$ cat config.mk
export PLATFORM = sky130hd
export DESIGN_NAME = ipv4_or_cidr_text_validator
export DESIGN_NICKNAME = d
export VERILOG_FILES = /design/src/rtl/ipv4c_pkg.sv /design/src/rtl/ipv4_or_cidr_text_validator.sv /design/src/rtl/ipv4c_parser_step.sv
export SDC_FILE = /design/constraint.sdc
export NUM_CORES = 1
export LEC_CHECK = 0
export ABC_CLOCK_PERIOD_IN_PS = 3300
export BUFFER_PORTS_ARGS = -buffer_cell sky130_fd_sc_hd__buf_2
export CAP_MARGIN = 20
export CORE_UTILIZATION = 45
export CTS_BUF_LIST = sky130_fd_sc_hd__clkbuf_8
export DETAILED_ROUTE_END_ITERATION = 6
export PLACE_DENSITY = 0.67
export SYNTH_ARGS = -nofsm -noshare
export SYNTH_HDL_FRONTEND = slang
export SYNTH_SLANG_ARGS = --single-unit
export TNS_END_PERCENT = 20
$ cat constraint.sdc
create_clock -name clock -period 3.3 [get_ports clock]
set_clock_uncertainty 0.2 [all_clocks]
set_input_delay 0.66 -clock clock [delete_from_list [all_inputs] [get_ports clock]]
set_output_delay 0.66 -clock clock [all_outputs]
set_load 0.03 [all_outputs]
$ cat src/rtl/ipv4c_pkg.sv
// shared types, codes and constants of the ipv4 / cidr text validator
package ipv4c_pkg;

   typedef enum logic [1:0] {
      PH_ADDR   = 2'd0,
      PH_LEAD   = 2'd1,
      PH_SIGN   = 2'd2,
      PH_DIGITS = 2'd3
   } phase_type;

   localparam logic OP_CHAR = 1'b0;
   localparam logic OP_END  = 1'b1;

   localparam logic [7:0] CH_TAB   = 8'd9;
   localparam logic [7:0] CH_CR    = 8'd13;
   localparam logic [7:0] CH_SPACE = 8'd32;
   localparam logic [7:0] CH_PLUS  = 8'd43;
   localparam logic [7:0] CH_MINUS = 8'd45;
   localparam logic [7:0] CH_DOT   = 8'd46;
   localparam logic [7:0] CH_SLASH = 8'd47;
   localparam logic [7:0] CH_ZERO  = 8'd48;
   localparam logic [7:0] CH_NINE  = 8'd57;

   localparam logic [11:0] OCTET_MAX  = 12'd255;
   localparam logic [8:0]  PREFIX_SAT = 9'd33;
   localparam logic [5:0]  PREFIX_MAX = 6'd32;
   localparam logic [1:0]  MAX_DIGITS = 2'd3;
   localparam logic [1:0]  MAX_DOTS   = 2'd3;

   typedef struct packed {
      phase_type   phase;
      logic        failed;
      logic        seen_char;
      logic [7:0]  octet_value;
      logic [1:0]  digit_count;
      logic [1:0]  octet_count;
      logic [5:0]  prefix_value;
      logic        prefix_negative;
   } parser_state_type;

   localparam parser_state_type PARSER_RESET = '{
      phase:           PH_ADDR,
      failed:          1'b0,
      seen_char:       1'b0,
      octet_value:     8'd0,
      digit_count:     2'd0,
      octet_count:     2'd0,
      prefix_value:    6'd0,
      prefix_negative: 1'b0
   };

endpackage

$ cat src/rtl/ipv4_or_cidr_text_validator.sv
// top level of the ipv4 / cidr text validator: input register, parser state, result register
// an end word's verdict passes the input register, then the result register, before it is on rsp_;
//   character words give no result
// throughput: one word per cycle while no end word is held by a stalled result
// a stalled result holds only end words; character words keep flowing while no end word waits
// reset: synchronous, active high; clears the pipeline valids and the parser state
// parser state returns to its reset value after every end word
module ipv4_or_cidr_text_validator (
   input  logic       clock,
   input  logic       reset,
   input  logic       req_valid,
   output logic       req_ready,
   input  logic       req_op,
   input  logic [7:0] req_ch,
   output logic       rsp_valid,
   input  logic       rsp_ready,
   output logic       rsp_valid_res
);
   import ipv4c_pkg::*;

   // input register
   logic       s1_valid_ff, s1_valid_in;
   logic       s1_op_ff;
   logic [7:0] s1_ch_ff;

   // parser state
   parser_state_type state_ff, state_in;
   parser_state_type step_state;
   logic             step_verdict;

   // result register
   logic rsp_valid_ff, rsp_valid_in;
   logic rsp_valid_res_ff, rsp_valid_res_in;

   logic s1_advance;
   logic s1_is_end;
   logic out_free;

   ipv4c_parser_step u_step (
      .cur_state (state_ff),
      .ch        (s1_ch_ff),
      .nxt_state (step_state),
      .verdict   (step_verdict)
   );

   // result slot frees when empty or being taken this cycle
   assign out_free   = !rsp_valid_ff || rsp_ready;
   assign s1_is_end  = (s1_op_ff == OP_END);
   // characters never need the result slot
   assign s1_advance = s1_valid_ff && (!s1_is_end || out_free);
   assign req_ready  = !s1_valid_ff || s1_advance;

   always_comb begin
      s1_valid_in      = s1_valid_ff;
      state_in         = state_ff;
      rsp_valid_in     = rsp_valid_ff;
      rsp_valid_res_in = rsp_valid_res_ff;

      if (rsp_valid_ff && rsp_ready) begin
         rsp_valid_in = 1'b0;
      end

      if (s1_advance) begin
         s1_valid_in = 1'b0;
         if (s1_is_end) begin
            state_in         = PARSER_RESET;
            rsp_valid_in     = 1'b1;
            rsp_valid_res_in = step_verdict;
         end else begin
            state_in = step_state;
         end
      end

      if (req_valid && req_ready) begin
         s1_valid_in = 1'b1;
      end
   end

   always_ff @(posedge clock) begin
      if (reset) begin
         s1_valid_ff  <= 1'b0;
         rsp_valid_ff <= 1'b0;
         state_ff     <= PARSER_RESET;
      end else begin
         s1_valid_ff  <= s1_valid_in;
         rsp_valid_ff <= rsp_valid_in;
         state_ff     <= state_in;
      end
   end

   // payload registers, no reset needed
   always_ff @(posedge clock) begin
      if (req_valid && req_ready) begin
         s1_op_ff <= req_op;
         s1_ch_ff <= req_ch;
      end
      rsp_valid_res_ff <= rsp_valid_res_in;
   end

   assign rsp_valid     = rsp_valid_ff;
   assign rsp_valid_res = rsp_valid_res_ff;

   // an end word always leaves the parser in its reset state
   a_end_clears_state: assert property (@(posedge clock) disable iff (reset)
      (s1_advance && s1_is_end) |=> (state_ff == PARSER_RESET))
      else $error("parser state not cleared after end word");

   // a result appears only from an end word leaving the input register
   a_result_from_end: assert property (@(posedge clock) disable iff (reset)
      $rose(rsp_valid_ff) |-> $past(s1_advance && s1_is_end))
      else $error("result raised without an end word");

   // input stalls only behind a held end word and a blocked result slot
   a_stall_cause: assert property (@(posedge clock) disable iff (reset)
      !req_ready |-> (s1_valid_ff && s1_is_end && rsp_valid_ff && !rsp_ready))
      else $error("input stalled without cause");

endmodule

$ cat src/rtl/ipv4c_parser_step.sv
// next parser state for one character, and the verdict of the current state
module ipv4c_parser_step (
   input  ipv4c_pkg::parser_state_type cur_state,
   input  logic [7:0]                  ch,
   output ipv4c_pkg::parser_state_type nxt_state,
   output logic                        verdict
);
   import ipv4c_pkg::*;

   logic        is_digit;
   logic        is_space;
   logic [3:0]  digit_val;
   logic [11:0] octet_sum;
   logic [8:0]  prefix_sum;

   assign digit_val  = 4'(ch - CH_ZERO);
   assign octet_sum  = 12'(cur_state.octet_value) * 12'd10 + 12'(digit_val);
   assign prefix_sum = 9'(cur_state.prefix_value) * 9'd10 + 9'(digit_val);

   always_comb begin
      is_digit = ch inside {[CH_ZERO:CH_NINE]};
      is_space = (ch == CH_SPACE) || (ch inside {[CH_TAB:CH_CR]});
      nxt_state = cur_state;
      nxt_state.seen_char = 1'b1;
      if (!cur_state.failed) begin
         case (cur_state.phase)
            PH_ADDR: begin
               if (is_digit) begin
                  if (cur_state.digit_count >= MAX_DIGITS || octet_sum > OCTET_MAX) begin
                     nxt_state.failed = 1'b1;
                  end else begin
                     nxt_state.octet_value = octet_sum[7:0];
                     nxt_state.digit_count = cur_state.digit_count + 2'd1;
                  end
               end else if (ch == CH_DOT) begin
                  if (cur_state.digit_count == 2'd0 || cur_state.octet_count >= MAX_DOTS) begin
                     nxt_state.failed = 1'b1;
                  end else begin
                     nxt_state.octet_count = cur_state.octet_count + 2'd1;
                     nxt_state.octet_value = 8'd0;
                     nxt_state.digit_count = 2'd0;
                  end
               end else if (ch == CH_SLASH) begin
                  if (cur_state.digit_count == 2'd0 || cur_state.octet_count != MAX_DOTS) begin
                     nxt_state.failed = 1'b1;
                  end else begin
                     nxt_state.phase = PH_LEAD;
                  end
               end else begin
                  nxt_state.failed = 1'b1;
               end
            end
            default: begin
               if (is_digit) begin
                  // accumulator saturates one past the largest legal length
                  nxt_state.prefix_value = (prefix_sum > PREFIX_SAT) ? PREFIX_SAT[5:0]
                                                                     : prefix_sum[5:0];
                  nxt_state.phase = PH_DIGITS;
               end else if (cur_state.phase == PH_LEAD && is_space) begin
                  nxt_state.phase = PH_LEAD;
               end else if (cur_state.phase == PH_LEAD &&
                            (ch == CH_PLUS || ch == CH_MINUS)) begin
                  nxt_state.prefix_negative = (ch == CH_MINUS);
                  nxt_state.phase = PH_SIGN;
               end else begin
                  nxt_state.failed = 1'b1;
               end
            end
         endcase
      end
   end

   always_comb begin
      if (!cur_state.seen_char) begin
         verdict = 1'b1;
      end else if (cur_state.failed) begin
         verdict = 1'b0;
      end else begin
         case (cur_state.phase)
            PH_ADDR: begin
               verdict = (cur_state.digit_count != 2'd0) && (cur_state.octet_count == MAX_DOTS);
            end
            PH_DIGITS: begin
               verdict = (cur_state.prefix_value <= PREFIX_MAX) &&
                         (!cur_state.prefix_negative || cur_state.prefix_value == 6'd0);
            end
            default: begin
               verdict = 1'b0;
            end
         endcase
      end
   end

endmodule
# Word-level counts from Yosys, hierarchy flattened
# Index checks and enable logic that the tools add are counted.
totals:
  in_bits: 13
  reg_bits: 35
  out_inout_bits: 3
op_classes:
  n_mux: 39
  n_lt_le_gt_ge: 9
  n_reduce_logical: 39
  multipliers: 2
  n_eq_ne: 20
  add_sub_neg: 5
op_table:
  columns: ["op", "count"]
  rows:
  - ["equality test 8 x 6 -> 1 bit, second input constant", 5]
  - ["2-to-1 mux 12 bit", 3]
  - ["2-to-1 mux 23 bit", 1]
  - ["2-to-1 mux 10 bit", 2]
  - ["2-to-1 mux 19 bit", 1]
  - ["2-to-1 mux 1 bit", 18]
  - ["AND reduction 6 bit", 3]
  - ["2-to-1 mux 2 bit", 8]
  - ["adder 12 x 4 -> 12 bit", 1]
  - ["> comparator 12 x 8 -> 1 bit, second input constant", 1]
  - ["2-to-1 mux 6 bit", 2]
  - ["!= test 2 bit, second input constant", 6]
  - ["!= test 3 bit, second input constant", 4]
  - ["nonzero test 2 bit", 6]
  - ["multiplier 8 x 3 -> 11 bit, second input constant", 1]
  - ["adder 9 x 4 -> 9 bit", 1]
  - ["> comparator 9 x 6 -> 1 bit, second input constant", 1]
  - ["logical AND 1 bit", 9]
  - ["logical OR 1 bit", 9]
  - ["greater-or-equal comparator 8 x 4 -> 1 bit, second input constant", 1]
  - ["greater-or-equal comparator 8 x 6 -> 1 bit, second input constant", 1]
  - ["<= comparator 8 x 4 -> 1 bit, second input constant", 1]
  - ["<= comparator 8 x 6 -> 1 bit, second input constant", 1]
  - ["multiplier 6 x 3 -> 8 bit, second input constant", 1]
  - ["other kinds (18)", 27]

# Logic depth before layout (Yosys ltp)
# Gate-level depths: netlist of the first run.
depth:
  ltp_word: 9
  ltp_mapped: 10
  ltp_nobuf: 10

# Hierarchy
# A second synthesis of the first run with hierarchy kept.
hier_totals:
  cells_unflattened: 291
  area_unflattened_um2: 2805.2
modules_own_cells:
  columns: ["module", "seq_area_each_um2", "instances", "area_each_um2", "cells_per_inst"]
  rows:
  - ["ipv4c_parser_step", 0.0, 1, 1661.6, 217]
  - ["ipv4_or_cidr_text_validator", 800.8, 1, 1143.6, 74]

# Worst setup path before layout of the first run
# Ideal clock, no wire load.
synth_path:
  kind: "reg-to-reg"
  from: "register state_ff[12] (netlist name)"
  to: "register state_ff[18] (netlist name)"
  slack_ns: 0.523
  arrival_ns: 2.462
  stages_incl_launch_ff: 11
  path_cell_list: "dfxtp_1 -> ha_1 -> ha_1 -> fa_1 -> xor2_1 -> nand3_1 -> nor4_4 -> mux2i_1 -> o31ai_2 -> buf_6 -> a31o_1"
synth_via:
  elab_chain_len: 7
  elab_cells_between_ends: 11
  classes_between: "add/sub (1); mul (1); order compare (1); eq/ne (1); mux (5); reduce/logical (2)"
synth_rtl:
  columns: ["element", "line", "text"]
  rows:
  - ["start, declared", "ipv4_or_cidr_text_validator.sv:27", "parser_state_type state_ff, state_in;"]
  - ["start signal, assigned", "ipv4_or_cidr_text_validator.sv:87", "state_ff <= state_in;"]
  - ["multiplier 8 x 3 -> 11 bit *", "ipv4c_parser_step.sv:17", "assign octet_sum = 12'(cur_state.octet_value) * 12'd10 + 12'(digit_val);"]
  - ["adder 12 x 4 -> 12 bit *", "ipv4c_parser_step.sv:17", null]
  - ["branches (longest 5 deep; another with > comparator 12 x 8 -> 1 bit)", null, null]
# Every way passes the cells marked *. The select of a mux whose other input is x is not followed.
# A chain may end at the register's enable or synchronous reset.

# Final worst setup path of the first run
layout_path:
  from: "register state_ff[12] (netlist name)"
  to: "register state_ff[11] (netlist name)"
layout_via:
  elab_chain_len: 6
layout_rtl:
  columns: ["element", "line", "text"]
  rows:
  - ["multiplier 8 x 3 -> 11 bit", "ipv4c_parser_step.sv:17", null]
  - ["adder 12 x 4 -> 12 bit", "ipv4c_parser_step.sv:17", null]
  - ["> comparator 12 x 8 -> 1 bit", "ipv4c_parser_step.sv:29", "if (cur_state.digit_count >= MAX_DIGITS || octet_sum > OCTET_MAX) begin"]
  - ["logical OR 1 bit", "ipv4c_parser_step.sv:29", null]
  - ["!= test 3 bit (no line)", null, null]
  - ["AND reduction 6 bit (no line)", null, null]
# Every way passes these cells.

==> impl_metrics.toml, run 1 <==
[synth]
synth_area_mm2 = 0.00257
ys.flop_type = "dfxtp_1"
avgSynthCellArea_um2 = 9.42
synth_xor_area_share_pct = 4.43
async_flop_share_pct = 0
synth_cell_types = 56
muxShareOfSynthArea_pct = 4.67
yosys.area_share.simple_pct = 21.5
ys_seq_elements = 35
yosys.area.top_type = "dfxtp_1"
synth_seq_area_share_pct = 31.1
synth_top_family_by_area = "simple AND/OR/NAND/NOR gates"
synth_top_cell_area_share_pct = 19.5
synth-edff-count = 10
synthAdderAreaFrac_pct = 18.7
yosys-top-cells-area = "dfxtp_1, ha_1, edfxtp_1, mux2i_1, nand2b_1"
synthCells = 273
synth_compound_area_share_pct = 16.0
synth.net_count = 322
yosys-top-cells-count = "ha_1, dfxtp_1, nand2_1"
yosys_warnings = 0
yosysMostFrequentCell = "ha_1"

[floorplanning]
start_util_pct = 46.7
pin_count = 16
coreArea_mm2 = 0.00551
die-area_mm2 = 0.00602
rows = 27
die_h_um = 77.6
fp.dieW_um = 77.6

[setup_path]
crit_path_end_kind = "flip-flop"
cp_slowest_cell = "fa_1"
worstPathArrival_ns = 3.12
worstSetupPathType = "reg2reg"
worstPathCellList = "ha_1, ha_1, fa_1, xor2_1, nand3_1, nor4_4, mux2i_1, o31ai_2, buf_6, mux2i_1"
worst-path-max-fanout = 8
cp_data_required_time_ns = 3.31
critPathMaxStageDelay_ns = 0.43
worst_setup_path_start_kind = "flip-flop"

[timing]
fmax_mhz = 322
final_max_slew_viol_count = 0
setup_viol = 0
fin_crit_sh_pct = 94.0
hold_ws_ns = 0.281
period_needed_ns = 3.10
tns_ns = 0
hold_viol = 0
slew_headroom_pct = 35.6
worst_slew_pin_slew_ns = 0.961

[detailed_routing]
wire_per_inst_um = 13.8
vias_per_cell = 5.54
vias = 2015
wl_um = 5010
route.antenna.remaining_nets = 0
drtPass1Iterations = 4
drt_iter0_drc = 93
drcViolationCount = 0

[placed_design]
io_buffers = 15
dp_hpwl_um = 3860
post_dp_cell_area_mm2 = 0.00271
gp_congestion = 0.830

[pwr]
vdd_drop_max_mv = 0.345
power_density_mw_per_mm2 = 317
p_leak_uw = 0.00124

[clock_tree]
clk_latency_ns = 0.28
clkSinkCount = 35
clkTransAtPathRegs_ns = 0.07
htreeDepth = 2
cts_hold_buf = 0
cts_tree = "built"
cts-root-buf = "clkbuf_8"
clock_path_buffers = 2
numCtsBuffers = 5

[run_status]
status = "completed"

[global_routing]
grt_max_degree = 21
gr-usage-all-layers_pct = 18.2
grtUsageMet2_pct = 29.6
grt_pass1_wl_um = 8630
antenna_found_initial = 0
grtUsageMet1_pct = 23.6
grt_pass1_vias = 1936
gr-total-overflow = 0
use_met3_pct = 4.35
top_usage_layer = "met2"

[layout]
final_cell_area_mm2 = 0.00283
final_util_pct = 51.3
n_antenna_cell = 0
n_fill_cell = 489
fin_nets = 340
drive_above_1_share_pct = 12.0
area_growth_pct = 9.88

[flow_run]
drv_cap = 0

[min_path]
hold_class = "reg2reg"
## cell families (layout without fill, tap and decap cells)
| group | after synthesis | count (layout) |
|---|---|---|
| and+or+nand+nor | 99 | 99 |
| buffers and inverters | 19 | 38 |
| xor gates and xnor gates | 13 | 13 |
| DFF | 35 | 35 |
| muxes | 12 | 12 |
| adders and majority gates | 36 | 36 |
| AOI/OAI and AO/OA | 59 | 59 |
## what timing repair did
item,in CTS,in global routing
resized for setup,0,1
setup buffers,0,1
setup endpoints to repair,0,8
## layout by cell type, fill, tap and decap left out, types with 4 or more instances in the layout
master | Yosys | layout
dfxtp_1 | 25 | 25
xor2_1 | 7 | 7
clkbuf_8 | 0 | 5
buf_2 | 1 | 15
nand4_1 | 4 | 4
mux2i_1 | 12 | 12
nand3_1 | 8 | 8
ha_1 | 32 | 32
nor2_1 | 15 | 15
inv_1 | 11 | 11
xnor2_1 | 6 | 6
o21ai_0 | 10 | 10
fa_1 | 4 | 4
a21oi_1 | 14 | 14
nand2_1 | 22 | 22
edfxtp_1 | 10 | 10
nor3_1 | 6 | 6
a21o_1 | 5 | 5
nand2b_1 | 17 | 17
## state kept, by name, indices dropped and copies added (netlist names)
register,count
state_ff,23
s1_ch_ff,8
rsp_valid,1
rsp_valid_res,1
s1_is_end,1
s1_valid_ff,1
## layout make-up
class	count	area (µm²)	area share (%)
flip-flops and latches	35	801	28.3
inverters	11	41.3	1.46
clock inverters	3	38.8	1.37
well taps	72	90.1	3.19
clock buffers	5	68.8	2.44
repair buffers	19	109	3.85
multi-input cells	219	1680	59.3
## path summary, 6_finish.rpt
path	from	endpoint	slack, ns	depth (start not counted)
worst max-delay path	state_ff[12]$_SDFFE_PP0P_	state_ff[11]$_SDFFE_PP0P_	0.20	10
worst min register to register	state_ff[19]$_SDFFE_PP0P_	state_ff[19]$_SDFFE_PP0P_	0.28	1
worst max register to register	state_ff[12]$_SDFFE_PP0P_	state_ff[11]$_SDFFE_PP0P_	0.20	10
worst min-delay path	state_ff[19]$_SDFFE_PP0P_	state_ff[19]$_SDFFE_PP0P_	0.28	1
## metrics by stage
stage,setup slack [ns],power [µW],instances
finish,0.198,896,364
global route,-0.0195,937,364
CTS,0.104,906,363
detailed placement,0.160,536,355
global placement,0.314,536,355
floorplan,0.523,518,273
## per-layer routing
layer / wire (µm) / vias up
li1: - / 1039
met1: 2400 / 929
met2: 2350 / 39
met3: 194 / 8
met4: 66 / 0
met5: 0 / -
## critical path: cells and delay by family (launching register included)
| family | cells | cell delay, ns |
|---|---|---|
| buf+inv | 1 | 0.21 |
| simple gates | 2 | 0.38 |
| flops | 1 | 0.42 |
| mux | 2 | 0.34 |
| xor+xnor | 1 | 0.24 |
| fa+ha+maj | 3 | 0.92 |
| compound gates | 1 | 0.33 |
## power by group
group / switching (µW) / leakage, µW / internal [µW]
combinational: 31.9 / 0.000885 / 26.9
sequential: 16.3 / 0.000298 / 453
clock: 147 / 0.0000556 / 221
Note: power is estimated with default switching activity, not from simulation.
==> inputs of run 2 (changes only) <==
Settings changed: CELL_PAD_IN_SITES_DETAIL_PLACEMENT set to 1, CELL_PAD_IN_SITES_GLOBAL_PLACEMENT set to 1, PLACE_DENSITY 0.67 to 0.81.
==> impl_metrics.toml, run 2 (synthesis results as in run 1) <==
[run_status]
status = "completed"

[setup_path]
worstPathArrival_ns = 3.05
r2r_setup_slack_ns = 0.25
worstSetupPathType = "reg2reg"
worst_setup_path_start_kind = "flip-flop"
worst-path-max-fanout = 10
cp_data_required_time_ns = 3.30
reg2reg_to = "state_ff[11]$_SDFFE_PP0P_"
crit_path_end_kind = "flip-flop"
r2r_cells = 10
reg2reg_from = "state_ff[12]$_SDFFE_PP0P_"

[timing]
hold_ws_ns = 0.280
hold_viol = 0
period_needed_ns = 3.05
final_max_slew_viol_count = 0
tns_ns = 0
fin_crit_sh_pct = 92.3
slew_headroom_pct = 36.8
worst_slew_pin_slew_ns = 0.944
rsz0062_at_grt = "false"
fmax_mhz = 328
setup_viol = 0
final.setup.worst_slack_ns = 0.255

[clock_tree]
htreeDepth = 2
cts_hold_buf = 0
clock_path_buffers = 2
cts_tree = "built"
numCtsBuffers = 5
cts-root-buf = "clkbuf_8"
clk_latency_ns = 0.29
clkSinkCount = 35
clkTransAtPathRegs_ns = 0.07
post_cts_buffers = 0

[placed_design]
dp_hpwl_um = 4690
dp_cells = 355
io_buffers = 15
post-place-ws_ns = 0.138
gp_congestion = 0.775

[detailed_routing]
drtPass1Iterations = 4
highest_layer = "met4"
drt_iter0_drc = 66
wl_um = 6050
wl_met3_um = 163
wire_per_inst_um = 16.7
vias_per_cell = 5.69
drt-met1-wl_um = 2790
drcViolationCount = 0
route.antenna.remaining_nets = 0
vias = 2066
dr_wl_met2_um = 2990

[floorplanning]
rows = 27
die-area_mm2 = 0.00602
coreArea_mm2 = 0.00551
die_h_um = 77.6
fp.dieW_um = 77.6
start_util_pct = 46.7
pin_count = 16

[layout]
largest_reg_flops = 23
layout_commonest_cell = "ha_1"
area_growth_pct = 9.93
fin_nets = 339
n_fill_cell = 639
n_antenna_cell = 0
final_cells = 363
layout_common_cells = "ha_1, dfxtp_1, nand2_1, nand2b_1"
drive_above_1_share_pct = 12.4
top_regs = "state_ff: 23 flops, s1_ch_ff: 8 flops"
final_util_pct = 51.3
regMostFlops = "state_ff"

[global_routing]
grt_pass1_vias = 2221
gr-usage-all-layers_pct = 22.5
grt_pass1_wl_um = 10500
gr-total-overflow = 0
grt_max_degree = 21
antenna_found_initial = 0

[min_path]
holdCritStartpoint = "state_ff[19]$_SDFFE_PP0P_"
hold_depth = 1
hold_class = "reg2reg"
min_to = "rsp_valid_res$_SDFFCE_PN1P_"

[pwr]
power_density_mw_per_mm2 = 319
vdd_drop_max_mv = 0.321
p_leak_uw = 0.00123

[flow_run]
drv_cap = 0
run 2: cell type report:
class | count | area [µm²] | share of cell area [%]
clock buffer | 5 | 68.8 | 2.43
timing repair buffer | 18 | 101 | 3.59
inverter | 11 | 41.3 | 1.46
sequential | 35 | 802 | 28.4
multi-input combinational | 219 | 1680 | 59.6
clock inverter | 3 | 38.8 | 1.37
tap | 72 | 90.1 | 3.19
run 2: stage by stage:
stage | cell area (µm²) | total power, µW
after floorplan | 2570 | 518
after global placement | 2710 | 536
after detailed placement | 2710 | 538
after CTS | 2810 | 913
after global routing | 2830 | 941
final | 2830 | 902
run 2: what timing repair did:
action	CTS	global route
gates resized for setup	0	3
hold endpoints to repair	0	0
endpoints found under the setup margin	0	10
run 2: power breakdown:
part,internal [µW],switching [µW],total (µW)
Clock,221,153,374
Sequential,453,16.6,470
Combinational,26.4,32.4,58.8
run 2: critical path, stage by stage, from the launching register on:
cell	delay, ns
dfxtp_2	0.35
ha_1	0.30
ha_1	0.23
fa_1	0.45
xor2_2	0.20
nand3_1	0.16
nor4_4	0.18
mux2i_1	0.16
o31ai_2	0.26
buf_6	0.20
mux2i_1	0.25
run 2: metal layers:
metal	vias to the layer above	GRT usage [%]
met1	1001	27.0
met2	25	39.7
met5	-	0
li1	1029	-
met3	11	4.24
met4	0	7.92
run 2: worst max path at each step:
stage	startpoint	to	slack (ns)	cells past startpoint
2_1_floorplan	state_ff[12]$_SDFFE_PP0P_	state_ff[18]$_SDFFE_PP0P_	0.52	10
3_3_place_gp	state_ff[12]$_SDFFE_PP0P_	state_ff[18]$_SDFFE_PP0P_	0.34	10
3_5_place_dp	state_ff[12]$_SDFFE_PP0P_	state_ff[18]$_SDFFE_PP0P_	0.14	10
4_1_cts	state_ff[12]$_SDFFE_PP0P_	state_ff[11]$_SDFFE_PP0P_	0.13	10
5_1_grt	state_ff[12]$_SDFFE_PP0P_	state_ff[14]$_SDFFE_PP0P_	0.01	10
6_report	state_ff[12]$_SDFFE_PP0P_	state_ff[11]$_SDFFE_PP0P_	0.25	10
==> inputs of run 3 (changes only) <==
Settings changed: CORE_ASPECT_RATIO set to 0.75.
==> impl_metrics.toml, run 3 (synthesis results as in run 1) <==
[run_status]
status = "completed"

[timing]
rsz0062_at_grt = "false"
hold_viol = 0
slew_headroom_pct = 35.5
worst_slew_pin_slew_ns = 0.963
fin_crit_sh_pct = 93.2
fmax_mhz = 325
period_needed_ns = 3.08
final_max_slew_viol_count = 0
setup_viol = 0
tns_ns = 0

[layout]
drive_above_1_share_pct = 12.3
fin_nets = 340
layout_common_cells = "ha_1, dfxtp_1, nand2_1, nand2b_1"
final_util_pct = 51.8
n_antenna_cell = 0
top_regs = "state_ff: 23 flops, s1_ch_ff: 8 flops"
layout_commonest_cell = "ha_1"
regMostFlops = "state_ff"
largest_reg_flops = 23
area_growth_pct = 8.95

[pwr]
vdd_drop_max_mv = 0.265
combPwrFrac_pct = 7.4
p_int_uw = 624
p_sw_uw = 214
power_density_mw_per_mm2 = 299
p_clk_share_pct = 36.7
p_leak_uw = 0.00123
sw_frac_of_total_pct = 25.5
seq_power_share_pct = 55.9

[floorplanning]
die-area_mm2 = 0.00602
rows = 23
fp.dieW_um = 89.3
coreArea_mm2 = 0.00541
pin_count = 16
die_h_um = 67.5
start_util_pct = 47.5

[global_routing]
grtUsageMet2_pct = 38.5
gr-usage-all-layers_pct = 22.3
grtUsageMet1_pct = 29.2
grt_pass1_wl_um = 10100
antenna_found_initial = 0
use_met3_pct = 3.91
grt_max_degree = 21
gr-total-overflow = 0
grt_pass1_vias = 2155
top_usage_layer = "met2"

[clock_tree]
clkSinkCount = 35
cts-root-buf = "clkbuf_8"
cts_hold_buf = 0
cts_tree = "built"
post_cts_buffers = 0
numCtsBuffers = 5
clock_path_buffers = 2
clk_latency_ns = 0.29
cts_resized = 0
clkTransAtPathRegs_ns = 0.08
htreeDepth = 2

[placed_design]
gp_congestion = 0.856
dp_hpwl_um = 4650
io_buffers = 15

[flow_run]
drv_cap = 0

[detailed_routing]
vias = 2129
wire_per_inst_um = 16.3
wl_um = 5990
drt_iter0_drc = 110
drtPass1Iterations = 4
drcViolationCount = 0
route.antenna.remaining_nets = 0
vias_per_cell = 5.80

[setup_path]
crit_path_end_kind = "flip-flop"
worst_setup_path_start_kind = "flip-flop"
worst-path-max-fanout = 10
cp_data_required_time_ns = 3.30
worstPathArrival_ns = 3.08
worstSetupPathType = "reg2reg"

[min_path]
hold_class = "reg2reg"
-- run 3: cell count changes in the layout (fill, tap and decap cells not counted), sizes merged --
cell and change:
buf +1, bufinv -1, clkinv +1
-- run 3: metrics by stage --
stage	hold WS (ns)	std cells	total power [µW]	setup WS [ns]	cell area (µm²)
after floorplan	0.241	273	518	0.523	2570
after global placement	0.248	359	537	0.351	2720
after detailed placement	0.270	359	540	0.218	2720
after CTS	0.286	367	841	0.188	2800
after global routing	0.307	367	869	0.0233	2800
final	0.296	367	839	0.225	2800
-- run 3: metal layers --
layer | routed length (µm) | vias to the layer above
li1 | - | 1039
met1 | 3010 | 1052
met2 | 2770 | 32
met3 | 176 | 6
met4 | 35 | 0
met5 | 0 | -
-- run 3: critical path, stage by stage, from the launching register on --
cell     delay (ns)
dfxtp_1        0.41
ha_1           0.26
ha_1           0.23
fa_1           0.44
xor2_1         0.26
nand3_1        0.19
nor4_4         0.18
mux2i_1        0.14
o31ai_2        0.23
buf_4          0.24
mux2i_1        0.22
-- run 3: worst paths after layout --
check,startpoint,end,slack [ns],depth (start not counted)
worst max-delay path,state_ff[12]$_SDFFE_PP0P_,state_ff[11]$_SDFFE_PP0P_,0.22,10
worst min-delay path,state_ff[19]$_SDFFE_PP0P_,state_ff[19]$_SDFFE_PP0P_,0.30,1
worst max register to register,state_ff[12]$_SDFFE_PP0P_,state_ff[11]$_SDFFE_PP0P_,0.22,10
worst min register to register,state_ff[19]$_SDFFE_PP0P_,state_ff[19]$_SDFFE_PP0P_,0.30,1
-- run 3: layout make-up --
cell class / instances / area [µm²]
flip-flops and latches: 35 / 801
well taps: 75 / 93.8
clock inverters: 3 / 15.0
inverters: 11 / 41.3
fillers: 663 / 2610
repair buffers: 19 / 105
clock buffers: 5 / 68.8
multi-input cells: 219 / 1680
-- run 3: power by group through the flow --
stage          clock, µW  combinational (µW)  sequential (µW)
2_1_floorplan          0                45.3              472
3_3_place_gp           0                59.1              478
3_5_place_dp           0                61.2              478
4_1_cts              309                62.3              469
5_1_grt              329                69.2              471
6_report             307                62.2              469
